==> config.mk <==
export PLATFORM = sky130hd
export DESIGN_NAME = mseu_front
export DESIGN_NICKNAME = d
export VERILOG_FILES = /design/src/hw/rtl/mseu_pkg.sv /design/src/hw/rtl/mseu_front.sv
export SDC_FILE = /design/constraint.sdc
export NUM_CORES = 1
export LEC_CHECK = 0
export ABC_AREA = 0
export BUFFER_PORTS_ARGS = -buffer_cell sky130_fd_sc_hd__buf_2
export CORE_MARGIN = 4
export CORE_UTILIZATION = 47
export DETAILED_ROUTE_END_ITERATION = 8
export PLACE_DENSITY = 0.77
export RECOVER_POWER = 100
export SYNTH_ARGS = -nofsm -noshare
export SYNTH_HDL_FRONTEND = slang
export SYNTH_SLANG_ARGS = --single-unit
export TNS_END_PERCENT = 5
==> constraint.sdc <==
create_clock -name i_clk -period 10.68 [get_ports i_clk]
set_clock_uncertainty 0.1 [all_clocks]
set_input_delay 1.068 -clock i_clk [delete_from_list [all_inputs] [get_ports i_clk]]
set_output_delay 1.068 -clock i_clk [all_outputs]
set_load 0.01 [all_outputs]
==> src/hw/rtl/mseu_pkg.sv <==
// shared types and constants of the mips subset execute unit
`timescale 1ns / 1ps
package mseu_pkg;

    typedef enum logic [5:0] {
        F_ADD     = 6'd0,
        F_ADDU    = 6'd1,
        F_SUB     = 6'd2,
        F_AND     = 6'd3,
        F_OR      = 6'd4,
        F_XOR     = 6'd5,
        F_NOR     = 6'd6,
        F_NAND    = 6'd7,
        F_SLT     = 6'd8,
        F_SLL     = 6'd9,
        F_SRL     = 6'd10,
        F_SRA     = 6'd11,
        F_JR      = 6'd12,
        F_MULT    = 6'd13,
        F_MULTU   = 6'd14,
        F_MFHI    = 6'd15,
        F_MFLO    = 6'd16,
        F_ADDI    = 6'd17,
        F_ADDIU   = 6'd18,
        F_LW      = 6'd19,
        F_LH      = 6'd20,
        F_LHU     = 6'd21,
        F_LB      = 6'd22,
        F_LBU     = 6'd23,
        F_SW      = 6'd24,
        F_SH      = 6'd25,
        F_SB      = 6'd26,
        F_LUI     = 6'd27,
        F_ANDI    = 6'd28,
        F_ORI     = 6'd29,
        F_NORI    = 6'd30,
        F_SLTI    = 6'd31,
        F_BEQ     = 6'd32,
        F_BNE     = 6'd33,
        F_BGTZ    = 6'd34,
        F_J       = 6'd35,
        F_JAL     = 6'd36,
        F_PRELOAD = 6'd37
    } t_func;

    localparam int CfgIdxW = 2;
    localparam logic [CfgIdxW-1:0] CFG_START_PC = 2'd0;
    localparam logic [CfgIdxW-1:0] CFG_INIT_SP  = 2'd1;

    localparam logic [4:0]  REG_ZERO = 5'd0;
    localparam logic [4:0]  REG_SP   = 5'd29;
    localparam logic [4:0]  REG_RA   = 5'd31;
    localparam logic [31:0] SP_RESET = 32'd1024;
    localparam logic [31:0] PC_RESET = 32'd0;
    localparam logic [31:0] SEG_MASK = 32'hF000_0000;

    // one classified instruction between front and back
    typedef struct packed {
        t_func       func;
        logic [4:0]  rs;
        logic [4:0]  rt;
        logic [4:0]  dest;
        logic        wr;
        logic [31:0] imm;
        logic [31:0] pdata;
    } t_uop;

    typedef struct packed {
        logic               valid;
        logic [CfgIdxW-1:0] idx;
        logic [31:0]        data;
    } t_cfg_wr;

    typedef struct packed {
        logic [31:0] next_pc;
        logic        reg_write;
        logic [4:0]  reg_number;
        logic [31:0] reg_value;
        logic        hilo_write;
        logic [31:0] hi_value;
        logic [31:0] lo_value;
        logic        mem_read;
        logic        mem_store;
        logic [31:0] mem_address;
    } t_result;

endpackage

==> src/hw/rtl/mseu_front.sv <==
// front end: request intake, destination classification and two-entry queue
`timescale 1ns / 1ps
module mseu_front (
    input  logic             i_clk,
    input  logic             i_rst_n,
    input  logic             i_in_valid,
    output logic             o_in_ready,
    input  logic [5:0]       i_func,
    input  logic [4:0]       i_rs_index,
    input  logic [4:0]       i_rt_index,
    input  logic [4:0]       i_rd_index,
    input  logic [31:0]      i_immediate,
    input  logic [31:0]      i_preload_data,
    input  logic             i_busy,
    output logic             o_q_valid,
    output mseu_pkg::t_uop   o_q_uop,
    input  logic             i_q_pop
);
    import mseu_pkg::*;

    t_func      dec_func;
    logic [4:0] dec_dest;
    logic       dec_wkind;
    t_uop       dec_uop;
    logic       push;

    t_uop       r_q [2];
    logic       r_wp;
    logic       r_rp;
    logic [1:0] r_cnt;

    always_comb begin
        dec_func = t_func'(i_func);
        case (dec_func) inside
            [F_ADD:F_SRA], F_MFHI, F_MFLO: begin
                dec_dest  = i_rd_index;
                dec_wkind = 1'b1;
            end
            [F_ADDI:F_LBU], [F_LUI:F_SLTI]: begin
                dec_dest  = i_rt_index;
                dec_wkind = 1'b1;
            end
            F_JAL: begin
                dec_dest  = REG_RA;
                dec_wkind = 1'b1;
            end
            default: begin
                dec_dest  = REG_ZERO;
                dec_wkind = 1'b0;
            end
        endcase
        dec_uop.func  = dec_func;
        dec_uop.rs    = i_rs_index;
        dec_uop.rt    = i_rt_index;
        // writes to register zero are dropped here
        dec_uop.wr    = dec_wkind && (dec_dest != REG_ZERO);
        dec_uop.dest  = dec_uop.wr ? dec_dest : REG_ZERO;
        dec_uop.imm   = i_immediate;
        dec_uop.pdata = i_preload_data;
    end

    assign o_in_ready = (r_cnt != 2'd2) && !i_busy;
    assign push       = i_in_valid && o_in_ready;
    assign o_q_valid  = (r_cnt != 2'd0);
    assign o_q_uop    = r_q[r_rp];

    always_ff @(posedge i_clk) begin
        if (push) begin
            r_q[r_wp] <= dec_uop;
        end
    end

    always_ff @(posedge i_clk) begin
        if (!i_rst_n) begin
            r_wp  <= 1'b0;
            r_rp  <= 1'b0;
            r_cnt <= 2'd0;
        end else begin
            if (push) begin
                r_wp <= ~r_wp;
            end
            if (i_q_pop) begin
                r_rp <= ~r_rp;
            end
            r_cnt <= r_cnt + {1'b0, push} - {1'b0, i_q_pop};
        end
    end

endmodule

==> impl_metrics.ini <==
[outcome]
outcome = finished with violations
violations = capacitance limit, slew limit

[flow_run]
maxCapViolations = 4

[synth]
synth_area_per_cell_sq_um = 20.6
synthCells = 322
ys_seq_elements = 177
synth.cell_area_sq_um = 6630
synth_ff_type = edfxtp_1
synthDistinctLibCells = 32
synth_edf_count = 172
yosysSeqAreaShare_pct = 79.4
syn_nets = 414
postSynth.asyncResetShare_pct = 0
yosys_warnings = 0

[worst_setup_path]
worst_setup_path_end_kind = flop
crit_fanout = 49
crit_arrival_ns = 5.58
crit_path_start_kind = input pin
crit_type = input pin to flop
critPathRequiredTime_ns = 10.55
critPathLaunch = i_busy
r2r_start = r_cnt[0]$_SDFF_PN0_

[worst_hold_path]
hold_class = flop to flop
holdCritStartpoint = r_rp$_SDFFE_PN0P_

[clock_tree]
ctsResizeCount = 0
clock_sinks = 177
cts.hold.buffers_added = 0
cts_buffer_depth = 2
clkLatencyLatePin_ns = 0.41
h-tree-depth = 4
cts_setup_buffers = 0
path_clk_slew_ns = 0.06
clock-root-buffer = clkbuf_16
numCtsBuffers = 17
cts_tree = built

[finish]
drive_gt1_share_pct = 23.4
nets = 602
final_cells = 702
layout_common_cells = edfxtp_1, clkbuf_1, mux2_2
area_growth_pct = 22.0
diodes = 0
final_common_cell = edfxtp_1
fillers = 1100

[grt]
grt_max_degree = 88
grt_pass1_wl_mm = 18.2
grt_pass1_vias = 3656
antenna_found_initial = 0
grt-ovfl-total = 0
grt_usage_pct = 14.8

[route]
drt_first_pass_iters = 4
wl_met3_um = 803
vias_per_cell = 4.95
drt_iter0_drc = 162
drtAntennaViolNets = 0
wl_per_cell_um = 16.7
route.met2.wl_mm = 6.07
drt-total-wl_mm = 11.7
top_layer = met4
vias = 3474
wirelength_met1_mm = 4.65
drc = 0

[timing]
fmax_ghz = 0.175
period_needed_ns = 5.71
relSlewSlack_pct = -222
period_share_pct = 53.5
rsz0062_at_grt = false
maxSlewViolCount = 264
hold_viol = 0
setup_violations = 0
tns_ns = 0
tightest_slew_ns = 4.83
worst_hold_slack_ns = 0.482

[place]
io_buffers = 177
gp_congestion = 0.796
dpl.cell_count = 671
dp_hpwl_mm = 7.52

[floorplan]
die_w_um = 127
start_util_pct = 47.9
rows = 43
die_h_um = 127
fp.coreArea_sq_um = 13800
ios = 178
die-area_sq_um = 16100

[pwr]
p_leak_nw = 2.65
power_mw = 1.57
powerDensity_nw_per_um2 = 194
peakVddDrop_mv = 0.105
cell type report:
| cell class | count | area [sq um] | area share [%] |
|---|---|---|---|
| clock inverters | 12 | 135 | 1.67 |
| multi-input cells | 132 | 1300 | 16.1 |
| inverters | 3 | 11.3 | 0.139 |
| clock buffers | 19 | 433 | 5.35 |
| flip-flops and latches | 177 | 5270 | 65.1 |
| well taps | 180 | 225 | 2.79 |
| repair buffers | 179 | 713 | 8.82 |
critical path: stages:
cell      delay, ns
buf_2          0.11
a211oi_1       0.42
and2_0         1.85
clkbuf_1       2.08
sequential cells by signal (all words and copies together), names as in the netlist, named ones only:
name,flops
r_rp,1
r_cnt,2
r_wp,1
r_q,172
per-stage QoR:
stage / setup slack [ns] / area (sq um) / utilization (%)
finish: 4.97 / 8090 / 58.5
global route: 4.48 / 8090 / 58.5
CTS: 7.31 / 8290 / 59.9
detailed placement: 7.33 / 7720 / 55.8
global placement: 7.36 / 7720 / 55.8
floorplan: 4.73 / 6630 / -
cell families (layout without fill, tap and decap cells):
kind of cell	count (synthesis)	after routing	synth area share, %
buffers and inverters	13	213	0.906
XOR/XNOR	3	3	0.397
adder cells (fa/ha/maj)	2	2	0.378
AND/OR/NAND/NOR	26	26	2.21
multiplexers	87	87	14.8
AO/OA/AOI/OAI	14	14	1.91
flip-flops	177	177	79.4
path summary, 6_finish.rpt:
path	cells after the start	to	slack, ns
worst max-delay path	4	r_q[1][51]$_DFFE_PP_	4.97
worst min-delay path	2	flop	0.48
worst max register to register	4	r_q[1][51]$_DFFE_PP_	5.33
worst min register to register	2	flop	0.48
per-layer routing:
layer	track usage (%)	up-vias
li1	-	1643
met1	17.2	1702
met2	25.3	111
met3	4.72	18
met4	6.31	0
met5	0	-
power breakdown:
| group | leakage, nW | total (mW) | internal, mW | switching, mW |
|---|---|---|---|---|
| Combinational | 0.766 | 0.152 | 0.0685 | 0.0837 |
| Clock | 0.267 | 0.587 | 0.344 | 0.243 |
| Sequential | 1.62 | 0.833 | 0.812 | 0.0211 |
| Total | 2.65 | 1.57 | 1.22 | 0.348 |
synthesized netlist by cell type, drive strengths merged (2+ instances only):
| master | count | area share, % |
|---|---|---|
| and2 | 5 | 0.47 |
| buf | 9 | 0.68 |
| dfxtp | 5 | 1.5 |
| edfxtp | 172 | 78 |
| ha | 2 | 0.38 |
| inv | 3 | 0.17 |
| mux2 | 86 | 15 |
| nand2 | 6 | 0.34 |
| nor2 | 5 | 0.28 |
| nor2b | 4 | 0.38 |
| o21ai | 5 | 0.38 |
| xnor2 | 2 | 0.26 |
Power figures use the tool's default switching activity.
